### config.mk
export PLATFORM = sky130hd
export DESIGN_NAME = sds_root_step
export DESIGN_NICKNAME = d
export VERILOG_FILES = /design/src/sv/sds_pkg.sv /design/src/sv/sds_root_step.sv
export SDC_FILE = /design/constraint.sdc
export NUM_CORES = 1
export LEC_CHECK = 0
export BUFFER_PORTS_ARGS = -buffer_cell sky130_fd_sc_hd__buf_4
export CORE_UTILIZATION = 50
export CTS_BUF_LIST = sky130_fd_sc_hd__clkbuf_4
export DETAILED_ROUTE_END_ITERATION = 16
export PLACE_DENSITY = 0.74
export SLEW_MARGIN = 15
export SYNTH_ARGS = -nofsm -noshare
export SYNTH_HDL_FRONTEND = slang
export SYNTH_SLANG_ARGS = --single-unit
### constraint.sdc
create_clock -name clk -period 5.8 [get_ports clk]
set_clock_uncertainty 0.05 [all_clocks]
set_input_delay 0.87 -clock clk [delete_from_list [all_inputs] [get_ports clk]]
set_output_delay 0.87 -clock clk [all_outputs]
set_load 0.1 [all_outputs]
### src/sv/sds_pkg.sv
package sds_pkg;

    localparam int RADIUS_BITS    = 9;
    localparam int LEVEL_BITS     = 8;
    localparam int FULL_LEVEL     = 255;
    localparam int ADDR_BITS      = 4;
    localparam int DATA_BITS      = 32;

    localparam int COORD_BITS_DEF = 10;
    localparam int LIGHT_BITS_DEF = 12;

    localparam int RESET_RADIUS   = 250;
    localparam int RESET_LIGHT_X  = -350;
    localparam int RESET_LIGHT_Y  = -350;
    localparam int RESET_LIGHT_Z  = 450;

    localparam logic [1:0] REG_RADIUS  = 2'd0;
    localparam logic [1:0] REG_LIGHT_X = 2'd1;
    localparam logic [1:0] REG_LIGHT_Y = 2'd2;
    localparam logic [1:0] REG_LIGHT_Z = 2'd3;

endpackage

### src/sv/sds_root_step.sv
module sds_root_step #(
    parameter int RW  = sds_pkg::RADIUS_BITS,
    parameter int BIT = 0
) (
    input  logic                clk,
    input  logic                en,
    input  logic [2*RW-1:0]     rad,
    input  logic [RW-1:0]       root_in,
    output logic [RW-1:0]       root_out_reg
);

    logic [RW-1:0]   trial;
    logic [2*RW-1:0] trial_sq;

    // try this root bit, keep it if its square still fits
    assign trial    = root_in | (RW'(1) << BIT);
    assign trial_sq = (2*RW)'(trial) * (2*RW)'(trial);

    always_ff @(posedge clk)
    begin
        if (en)
        begin
            root_out_reg <= (trial_sq <= rad) ? trial : root_in;
        end
    end

endmodule

# Yosys cells after proc, flatten, opt, wreduce, memory -nomap -nowiden

Index checks and enable logic that the tools add are counted.

Register bits after elaboration: 9
Bits of input ports: 29
Output and inout bits: 9

$mul: 1
Magnitude comparators: 1

Operators with widths:

| cell         | number |
|---|---|
| $le 18x18->1 | 1 |
| $mul 9x9->18 | 1 |

# Logic depth before layout (Yosys ltp)

Word-level depth: 2
Mapped depth: 23
Depth with buffers taken out: 22

# Worst setup path before layout

OpenSTA, ideal clock, no wires.

Path kind: input-to-reg
Start point: input port root_in[2]
End point: register root_out_reg[0], data pin
Setup time: 0.265 ns
Arrival: 5.642 ns
Data required time: 5.485 ns
Setup slack: -0.157 ns
Stages: 19
Path buffers: 1
Path through: clkbuf_1 > and2_1 > fa_1 > fa_1 > fa_1 > inv_1 > fa_1 > inv_1 > ha_1 > a21oi_1 > o21ai_1 > or4_1 > o221ai_2 > xor2_1 > ha_1 > nand4_1 > nor4_1 > a21boi_0 > o41ai_1

Word-level cells in the longest chain between the ends: 2

RTL lines:

| element                | line                | text |
|---|---|---|
| start: declaration     | sds_root_step.sv:8  | `input logic [RW-1:0] root_in,` |
| $mul 9x9->18           | sds_root_step.sv:17 | `assign trial_sq = (2*RW)'(trial) * (2*RW)'(trial);` |
| $le 18x18->1           | sds_root_step.sv:23 | `root_out_reg <= (trial_sq <= rad) ? trial : root_in;` |
| end signal: assignment | sds_root_step.sv:23 |  |
| end: declaration       | sds_root_step.sv:9  | `output logic [RW-1:0] root_out_reg` |

Every way passes these cells.
A chain may end at the register's enable or synchronous reset.

# Final worst setup path

Start point: input port root_in[1]
End point: register root_out_reg[0], data pin

The elaborated chain is that of the path after synthesis.

==> impl_metrics.py <==
metrics = {
    "outcome": {
        "status": "finished clean",
    },
    "clocking": {
        "cts-root-buf": "clkbuf_4",
        "cts_buffer_depth": 2,
        "cts_buffers": 3,
        "clock-sinks": 9,
        "clk_pin_slew_ps": 80,
        "cts_tree": "yes",
        "cts_hold_buffers": 0,
        "h-tree-depth": 1,
    },
    "routing": {
        "dr.pass1.iters": 4,
        "routed_wl_um": 6770,
        "vias_per_cell": 5.13,
        "vias": 2479,
        "drt_first_iter_violations": 93,
        "antenna_left": 0,
        "drc_errors": 0,
        "wire_per_inst_um": 14.0,
    },
    "critical_path": {
        "critical_path_class": "in -> reg",
        "cp_max_fo": 4,
        "end_kind": "flip-flop",
        "crit_arrival_ps": 5750,
        "startpoint_type": "primary input",
        "worstPathRequired_ps": 5780,
    },
    "global_routing": {
        "grt_busiest_layer": "met2",
        "grt_util_met1_pct": 27.4,
        "grt_pass1_vias": 2511,
        "grt.met2_usage_pct": 39.6,
        "grt_pass1_wl_um": 10500,
        "antenna_found_initial": 0,
        "grt_max_degree": 10,
        "grt-ovfl-total": 0,
        "grtUsageMet3_pct": 1.07,
        "grtUsageTotal_pct": 22.0,
    },
    "synth": {
        "yosys.cell_types.count": 39,
        "synth_top_cell_area_share_pct": 24.9,
        "syn_nets": 436,
        "syn_area_um2": 2810,
        "ys_ff_latch": 9,
        "synth.avg_cell_area_um2": 8.84,
        "yosysSeqAreaShare_pct": 9.62,
        "yosysWarnings": 0,
        "yosysTopAreaCell": "fa_1",
        "synth_area_leaders": "fa_1 25%, ha_1 24%, inv_1 11%",
        "syn_inst": 318,
    },
    "die": {
        "dieHeight_um": 77.0,
        "die_w_um": 77.0,
        "core_area_um2": 5270,
        "start_util_pct": 53.3,
        "rows": 26,
        "die_area_um2": 5920,
        "io_pins": 38,
    },
    "final_layout": {
        "largest_reg_flops": 9,
        "fin_cells": 483,
        "n_antenna_cell": 0,
        "multi_input_area_um2": 2510,
        "n_fill_cell": 375,
        "area_growth_pct": 40.8,
        "drive_above_1_share_pct": 38.3,
        "seq_area_um2": 270,
        "fin_area_um2": 3960,
        "final_nets": 532,
    },
    "power": {
        "power_density_nw_per_um2": 473,
        "vdd.ir_drop.worst_uv": 282,
        "p_leak_nw": 2.03,
    },
    "sta": {
        "final-max-slew-violation-count": 0,
        "hold_violations": 0,
        "max_clock_freq_ghz": 0.173,
        "setup_viol": 0,
        "hold_ws_ps": 812,
        "finalCritPeriodShare_pct": 99.4,
        "slew_headroom_pct": 77.9,
        "fin_crit_ps": 5770,
        "tightest_slew_ps": 330,
    },
    "place": {
        "dpl_cell_area_um2": 3580,
        "place_inst": 476,
        "gp_congestion": 0.906,
        "dpl.hpwl_um": 5250,
        "numPortBuffers": 37,
    },
    "min_path": {
        "worstHoldStart": "root_in[0]",
        "hold_path.class": "in -> reg",
        "hold_end": "root_out_reg[0]",
        "holdPathStages": 3,
    },
    "flow_run": {
        "maxCapViolCount": 0,
    },
}
area by class of cell:
class,instances,area share [%]
timing repair buffer,94,18.9
tap,70,2.21
sequential,9,6.83
multi-input combinational,225,63.4
inverter,81,7.87
clock buffer,4,0.759
metal layers:
metal / vias to the layer above / wire length (um) / share of wire, %
met4: 0 / 162 / 2.4
met5: - / 0 / 0
li1: 1226 / - / -
met1: 1184 / 2820 / 42
met2: 56 / 3590 / 53
met3: 13 / 191 / 2.8
stage by stage:
step | setup WS [ps] | util (%) | TNS, ps | total power, mW
2_1_floorplan | 45.6 | - | 0 | 1.03
3_3_place_gp | -117 | 68.0 | -117 | 1.37
3_5_place_dp | -271 | 68.0 | -271 | 1.42
4_1_cts | 0.366 | 68.6 | 0 | 1.48
5_1_grt | -133 | 75.1 | -133 | 2.04
6_report | 34.9 | 75.1 | 0 | 1.87
cells in the final DEF (no fill, tap or decap), drive strengths merged, types with 3 or more instances in the layout:
cell type / n
buf: 94
inv: 81
ha: 54
fa: 35
nor2: 22
a21oi: 16
xnor2: 14
and2: 13
nand2: 12
edfxtp: 9
o21ai: 8
xor2: 5
nor2b: 5
a21o: 4
nand4: 4
clkbuf: 4
nor3: 4
o41ai: 3
synthesized netlist by cell type:
master	instances
o21ai_0	7
mux2i_1	2
nand2_1	12
nor3_1	4
o41ai_2	1
ha_1	54
a41oi_1	1
edfxtp_1	9
or4_1	2
o21ai_1	1
inv_1	81
a21boi_0	1
fa_1	35
a21boi_1	1
o41ai_1	2
xnor2_1	14
o22ai_1	1
o21a_1	2
clkbuf_1	2
a31oi_2	1
a22o_1	1
a31oi_1	1
nor4_1	1
o221ai_2	1
nor2b_1	5
and2_1	13
nand2b_1	2
o2111ai_1	1
nand3_1	2
buf_6	1
a211oi_1	2
xor2_1	5
a21o_1	4
o211ai_1	1
or4b_1	1
nand4_1	4
nor2_1	22
a21oi_1	16
and3_1	2
report_power, final:
group          switching [mW]  internal (mW)
clock                  0.0279         0.0314
sequential            0.00203         0.0787
combinational           0.894          0.839
how the worst max path moves through the flow:
stage / depth (start not counted) / slack (ps) / to / start
after floorplan: 19 / 50 / root_out_reg[0] / root_in[2]
after global placement: 22 / -120 / root_out_reg[0] / root_in[7]
after detailed placement: 22 / -270 / root_out_reg[0] / root_in[7]
after CTS: 22 / 0.4 / root_out_reg[0] / root_in[7]
after global routing: 22 / -130 / root_out_reg[0] / root_in[1]
final: 21 / 30 / root_out_reg[0] / root_in[1]
critical path, stage by stage:
cell	delay [ps]
buf_6	100
buf_6	120
and2_4	140
fa_2	600
fa_1	430
inv_2	70
fa_2	440
fa_1	490
inv_1	40
ha_2	180
a21o_1	240
buf_6	140
nor3_4	210
a21oi_2	100
o41ai_2	330
xnor2_1	140
ha_1	290
nand4_1	150
nor4_2	350
a21boi_2	220
o41ai_2	90
cell families after synthesis:
kind of cell / Yosys count / synth area share (%)
flops: 9 / 9.62
buf+inv: 84 / 11.5
fa+ha+maj: 89 / 49.0
simple gates: 70 / 12.5
mux: 2 / 0.712
xor+xnor: 19 / 5.92
compound gates: 45 / 10.8
what timing repair did:
item | CTS | global route
hold endpoints to repair | 0 | 0
setup buffers | 0 | 4
endpoints found under the setup margin | 0 | 1
gates resized for setup | 0 | 80
Power figures use the tool's default switching activity.
