<file path="config.mk">
export PLATFORM = sky130hd
export DESIGN_NAME = sds_level_step
export DESIGN_NICKNAME = d
export VERILOG_FILES = /design/src/sv/sds_pkg.sv /design/src/sv/sds_level_step.sv
export SDC_FILE = /design/constraint.sdc
export NUM_CORES = 2
export LEC_CHECK = 0
export ABC_AREA = 1
export ABC_CLOCK_PERIOD_IN_PS = 15700
export BUFFER_PORTS_ARGS = -buffer_cell sky130_fd_sc_hd__buf_2
export CELL_PAD_IN_SITES_DETAIL_PLACEMENT = 1
export CELL_PAD_IN_SITES_GLOBAL_PLACEMENT = 1
export CORE_ASPECT_RATIO = 1.4
export CORE_MARGIN = 5
export CORE_UTILIZATION = 50
export CTS_CLUSTER_SIZE = 28
export DETAILED_ROUTE_END_ITERATION = 10
export PLACE_DENSITY = 0.89
export SETUP_SLACK_MARGIN = 0.15
export SLEW_MARGIN = 30
export SYNTH_ARGS = -nofsm -noshare
export SYNTH_HDL_FRONTEND = slang
export SYNTH_SLANG_ARGS = --single-unit
</file>
<file path="constraint.sdc">
create_clock -name clk -period 15.7 [get_ports clk]
set_input_delay 3.14 -clock clk [delete_from_list [all_inputs] [get_ports clk]]
set_output_delay 3.14 -clock clk [all_outputs]
set_load 0.05 [all_outputs]
</file>
<file path="src/sv/sds_pkg.sv">
package sds_pkg;

    localparam int RADIUS_BITS    = 9;
    localparam int LEVEL_BITS     = 8;
    localparam int FULL_LEVEL     = 255;
    localparam int ADDR_BITS      = 4;
    localparam int DATA_BITS      = 32;

    localparam int COORD_BITS_DEF = 10;
    localparam int LIGHT_BITS_DEF = 12;

    localparam int RESET_RADIUS   = 250;
    localparam int RESET_LIGHT_X  = -350;
    localparam int RESET_LIGHT_Y  = -350;
    localparam int RESET_LIGHT_Z  = 450;

    localparam logic [1:0] REG_RADIUS  = 2'd0;
    localparam logic [1:0] REG_LIGHT_X = 2'd1;
    localparam logic [1:0] REG_LIGHT_Y = 2'd2;
    localparam logic [1:0] REG_LIGHT_Z = 2'd3;

endpackage

</file>
<file path="src/sv/sds_level_step.sv">
module sds_level_step #(
    parameter int AW  = 44,
    parameter int NSW = 64,
    parameter int BIT = 0
) (
    input  logic                               clk,
    input  logic                               en,
    input  logic [AW-1:0]                      a,
    input  logic [NSW-1:0]                     nsq,
    input  logic [sds_pkg::LEVEL_BITS-1:0]     c_in,
    input  logic [2*sds_pkg::LEVEL_BITS-1:0]   csq_in,
    output logic [sds_pkg::LEVEL_BITS-1:0]     c_out_reg,
    output logic [2*sds_pkg::LEVEL_BITS-1:0]   csq_out_reg
);

    localparam int CL   = sds_pkg::LEVEL_BITS;
    localparam int SQW  = 2 * CL;
    localparam int PW   = SQW + AW;
    localparam int CMPW = (PW > NSW) ? PW : NSW;

    logic [CL-1:0]  trial;
    logic [SQW:0]   trial_sq_w;
    logic [SQW-1:0] trial_sq;
    logic [PW-1:0]  prod;

    // (c + 2^b)^2 = c^2 + c*2^(b+1) + 2^(2b), c has no bits at or below b
    assign trial      = c_in | (CL'(1) << BIT);
    assign trial_sq_w = (SQW+1)'(csq_in) + ((SQW+1)'(c_in) << (BIT + 1))
                      + ((SQW+1)'(1) << (2 * BIT));
    assign trial_sq   = trial_sq_w[SQW-1:0];
    assign prod       = PW'(trial_sq) * PW'(a);

    always_ff @(posedge clk)
    begin
        if (en)
        begin
            if (CMPW'(prod) <= CMPW'(nsq))
            begin
                c_out_reg   <= trial;
                csq_out_reg <= trial_sq;
            end
            else
            begin
                c_out_reg   <= c_in;
                csq_out_reg <= csq_in;
            end
        end
    end

endmodule

</file>
# Word level (Yosys, flattened, before mapping)

Cells that the tools add are included.

Latch bits: 0
ROM bits: 0
Bits in registers: 24
RAM bits: 0
Memories: 0
Bits of input ports: 134
Word-level logic and storage cells: 8
Output and inout port bits: 24

$lt $le $gt $ge: 1
Divide/modulo/power cells: 0
Eq/ne operators: 0
Reductions and logical operators: 0
Muxes and demuxes: 1
$mul: 1
$add $sub $neg: 2
Bitwise logic cells: 0
Shift-type cells: 0

Operators by type and width:

| kind                                                             | count |
|---|---|
| 60-bit by 64-bit less-or-equal comparator with 1-bit output      | 1 |
| 16-bit by 44-bit multiplier with 60-bit output                   | 1 |
| 16-bit by 1-bit adder with 16-bit output (second input constant) | 1 |
| 16-bit by 9-bit adder with 16-bit output                         | 1 |
| 16-bit two-way mux                                               | 1 |

# Depth between registers and ports, before layout

Depth after elaboration: 5
Depth in mapped cells: 51
Mapped depth without buffers: 48

# Worst setup path before layout

OpenSTA, ideal clock, no wires.

Path kind: input port to flip-flop
Start: input csq_in[0] in the netlist's numbering
End: register csq_out_reg[11] in the netlist's numbering (data pin)
Required time: 15.447 ns
Slack: 4.577 ns
Setup time: 0.253 ns
Stages: 38
Arrival: 10.870 ns
Buffers on the path: 3
Cell sequence: clkinv_1 clkbuf_1 fa_1 inv_1 nand3_1 nand2_1 a21oi_1 o21bai_1 xor2_1 clkbuf_1 nand2_1 fa_1 inv_1 fa_1 fa_1 fa_1 fa_1 inv_1 [2 not listed] ha_1 a21o_1 a21oi_1 a21boi_0 o21ai_0 nand2_1 nand3_1 nand2_1 nand2_1 ha_1 nand2_1 nor3_2 nand3_1 nor3b_2 nand4_2 clkbuf_1 nand3_1 nand2_1

Longest elaborated chain between the ends: 5

Ends and longest elaborated chain:

| element                                                     | line                 | RTL |
|---|---|---|
| from (decl)                                                 | sds_level_step.sv:11 | `input logic [2*sds_pkg::LEVEL_BITS-1:0] csq_in,` |
| 16-bit by 9-bit adder with 16-bit output (*)                | sds_level_step.sv:28 | `assign trial_sq_w = (SQW+1)'(csq_in) + ((SQW+1)'(c_in) << (BIT + 1))` |
| 16-bit by 1-bit adder with 16-bit output (*)                | sds_level_step.sv:29 | `+ ((SQW+1)'(1) << (2 * BIT));` |
| 16-bit by 44-bit multiplier with 60-bit output              | sds_level_step.sv:31 | `assign prod = PW'(trial_sq) * PW'(a);` |
| 60-bit by 64-bit less-or-equal comparator with 1-bit output | sds_level_step.sv:37 | `if (CMPW'(prod) <= CMPW'(nsq))` |
| 16-bit two-way mux (*)                                      | sds_level_step.sv:37 |  |
| to (signal assigned)                                        | sds_level_step.sv:40 | `csq_out_reg <= trial_sq;` |
| to (signal assigned)                                        | sds_level_step.sv:45 | `csq_out_reg <= csq_in;` |
| to (decl)                                                   | sds_level_step.sv:13 | `output logic [2*sds_pkg::LEVEL_BITS-1:0] csq_out_reg` |

Mark *: on every way between the ends. The rest lies on a longest branch, timed or not.
A chain may end at the register's enable or synchronous reset.

# Worst setup path after layout

Start: input csq_in[0] in the netlist's numbering
End: register csq_out_reg[0] in the netlist's numbering (data pin)

Longest elaborated chain between the ends: 5

Ends and longest elaborated chain:

| element                                                     | line |
|---|---|
| 16-bit by 9-bit adder with 16-bit output                    | sds_level_step.sv:28 |
| 16-bit by 1-bit adder with 16-bit output                    | sds_level_step.sv:29 |
| 16-bit by 44-bit multiplier with 60-bit output              | sds_level_step.sv:31 |
| 60-bit by 64-bit less-or-equal comparator with 1-bit output | sds_level_step.sv:37 |
| 16-bit two-way mux (*)                                      | sds_level_step.sv:37 |

Marks and branches as above.

==> impl_metrics.csv <==
group,metric,value,unit
critical_path,cp-start-kind,"input port",
detailed_routing,dr.pass1.iters,5,
run_status,outcome,"complete, no violations",
critical_path,crit_type,"in -> reg",
die,core_area,51000,µm²
critical_path,critPathMaxFanout,26,
critical_path,cp_common_cell,"nand2_1",
clock_tree,cts_tree,"built",
clock_tree,cts_hold_buf,0,
sta,min_period,13970,ps
sta,rsz0062_at_grt,"no",
die,rows,98,
hold_path,hold_path.class,"in -> reg",
layout,filler_cell_count,6613,
synthesis,async_flop_share,0,
critical_path,required,15830,ps
layout,antenna_cells,0,
sta,hold_violations,0,
placement,globalplace.congestion,0.999,
sta,slew_headroom,0.319,
die,die_h,279,µm
layout,nets,4454,
synthesis,syn_nets,4381,
sta,min_period_over_period,0.890,
layout,largest_reg_flops,16,
layout,layout_commonest_cell,"inv_1",
critical_path,crit_path_max_incr_delay,660,ps
global_route,antenna_found_initial,0,
layout,layout_common_cells,"inv_1, nand2_1, fa_1",
flow_run,max-cap-violations,0,
synthesis,yosys_register_bits,24,
global_route,grt_overflow,0,
clock_tree,cts_buffer_depth,2,
clock_tree,clk_pin_slew,60,ps
die,start_util,0.505,
detailed_routing,viasPerCell,5.73,
detailed_routing,vias,23900,
global_route,grt_pass1_vias,28500,
synthesis,synth-edff-count,24,
detailed_routing,drt_iter0_drc,1445,
sta,finalSetupViolCount,0,
critical_path,slowest_stage,"nand4_2",
clock_tree,htreeDepth,1,
sta,clock.fmax,0.0716,GHz
placement,port_buffers,157,
clock_tree,cts_buffers,3,
synthesis,synth_cells,3460,
detailed_routing,wirelength,101000,µm
synthesis,post_synth_instance_area,25800,µm²
critical_path,cp.arrival,14100,ps
placement,dp_hpwl,84800,µm
synthesis,seq_area_frac_synth,0.0280,
clock_tree,cts_root_buf,"clkbuf_16",
sta,worst_pin_slew,1020,ps
die,dieWidth,202,µm
global_route,grt_pass1_wl,156000,µm
layout,area_growth,5.51,%
global_route,track_usage,0.360,
critical_path,cp-end-kind,"flop",
synthesis,ys_warn_count,0,
die,ios,158,
synthesis,synth-main-ff-cell,"edfxtp_1",
synthesis,synth_area_per_cell,7.45,µm²
clock_tree,cts_setup_buffers,0,
synthesis,synth_cell_types,39,
clock_tree,clock-sinks,24,
detailed_routing,wl_per_cell,24.1,µm
detailed_routing,detail_route.drc_violations,0,
detailed_routing,drtAntennaViolNets,0,
layout,drive_gt1_frac,0.0581,
global_route,grt_max_degree,41,
sta,finalSetupTns,0,ps
clock_tree,post_cts_resized,0,
sta,drv_slew,0,
die,die_area,56200,µm²
-- final cells by class --
type                            count  area (µm²)  area share
Tap cell                          650         813      0.0299
Multi-Input combinational cell   2376       21000       0.774
Timing Repair Buffer              179         968      0.0356
Inverter                          949        3560       0.131
Sequential cell                    24         721      0.0265
Clock buffer                        3        75.1     0.00276
-- logic make-up after synthesis --
group	after synthesis	synth area share
compound gates	215	0.0442
xor+xnor	39	0.0135
fa+ha+maj	787	0.553
buf+inv	1060	0.157
flops	24	0.0280
simple gates	1335	0.204
-- metal layers --
| metal | part of all wire | vias up | GRT usage | routed length (µm) |
|---|---|---|---|---|
| met3 | 0.079 | 627 | 0.0664 | 7930 |
| met1 | 0.32 | 11900 | 0.379 | 32400 |
| met4 | 0.098 | 0 | 0.271 | 9860 |
| met5 | 0 | - | 0 | 0 |
| met2 | 0.50 | 1295 | 0.635 | 50500 |
| li1 | - | 10100 | - | - |
-- Yosys cell counts, types with 2 or more instances --
cell type | number | area [µm²]
a21oi_1 | 119 | 596
nor4_1 | 4 | 25.0
xor2_1 | 26 | 228
clkbuf_1 | 73 | 274
buf_6 | 3 | 33.8
a21boi_0 | 4 | 30.0
o21bai_1 | 9 | 67.6
nand2_2 | 4 | 25.0
fa_1 | 587 | 11800
and2_1 | 2 | 12.5
nor3_1 | 8 | 40.0
xnor2_1 | 12 | 105
o21ai_0 | 70 | 350
buf_2 | 32 | 160
or2_2 | 3 | 18.8
clkinv_1 | 6 | 22.5
buf_4 | 2 | 15.0
nand4_1 | 24 | 150
o21ai_1 | 2 | 10.0
o21a_1 | 3 | 22.5
nand3_1 | 80 | 400
nor2_1 | 357 | 1340
or2_1 | 2 | 12.5
inv_2 | 6 | 22.5
ha_1 | 200 | 2500
a21o_1 | 5 | 37.5
nand2_1 | 846 | 3180
edfxtp_1 | 24 | 721
inv_1 | 937 | 3520
-- metrics by stage --
stage,instances,setup WS [ps],area [µm²],utilization,hold slack [ps]
2_1_floorplan,3460,4580,25800,-,3240
3_3_place_gp,4177,1890,27100,0.531,3340
3_5_place_dp,4177,1600,27100,0.531,3340
4_1_cts,4180,1820,27200,0.532,3080
5_1_grt,4181,1320,27200,0.533,3080
6_report,4181,1730,27200,0.533,3070
-- final timing paths --
| path | start | endpoint | slack, ps | cells past startpoint |
|---|---|---|---|---|
| worst min-delay path | c_in[6] | c_out_reg[6] | 3070 | 1 |
| worst max-delay path | csq_in[0] | csq_out_reg[0] | 1730 | 41 |
-- critical path, delay by kind of cell --
kind | cells | cell delay, ps
compound gates | 4 | 740
fa+ha+maj | 9 | 4480
buf+inv | 10 | 1570
simple gates | 18 | 4110
Power is not shown: default switching activity piles up to over one toggle a cycle in this logic, so the estimate is an artifact.
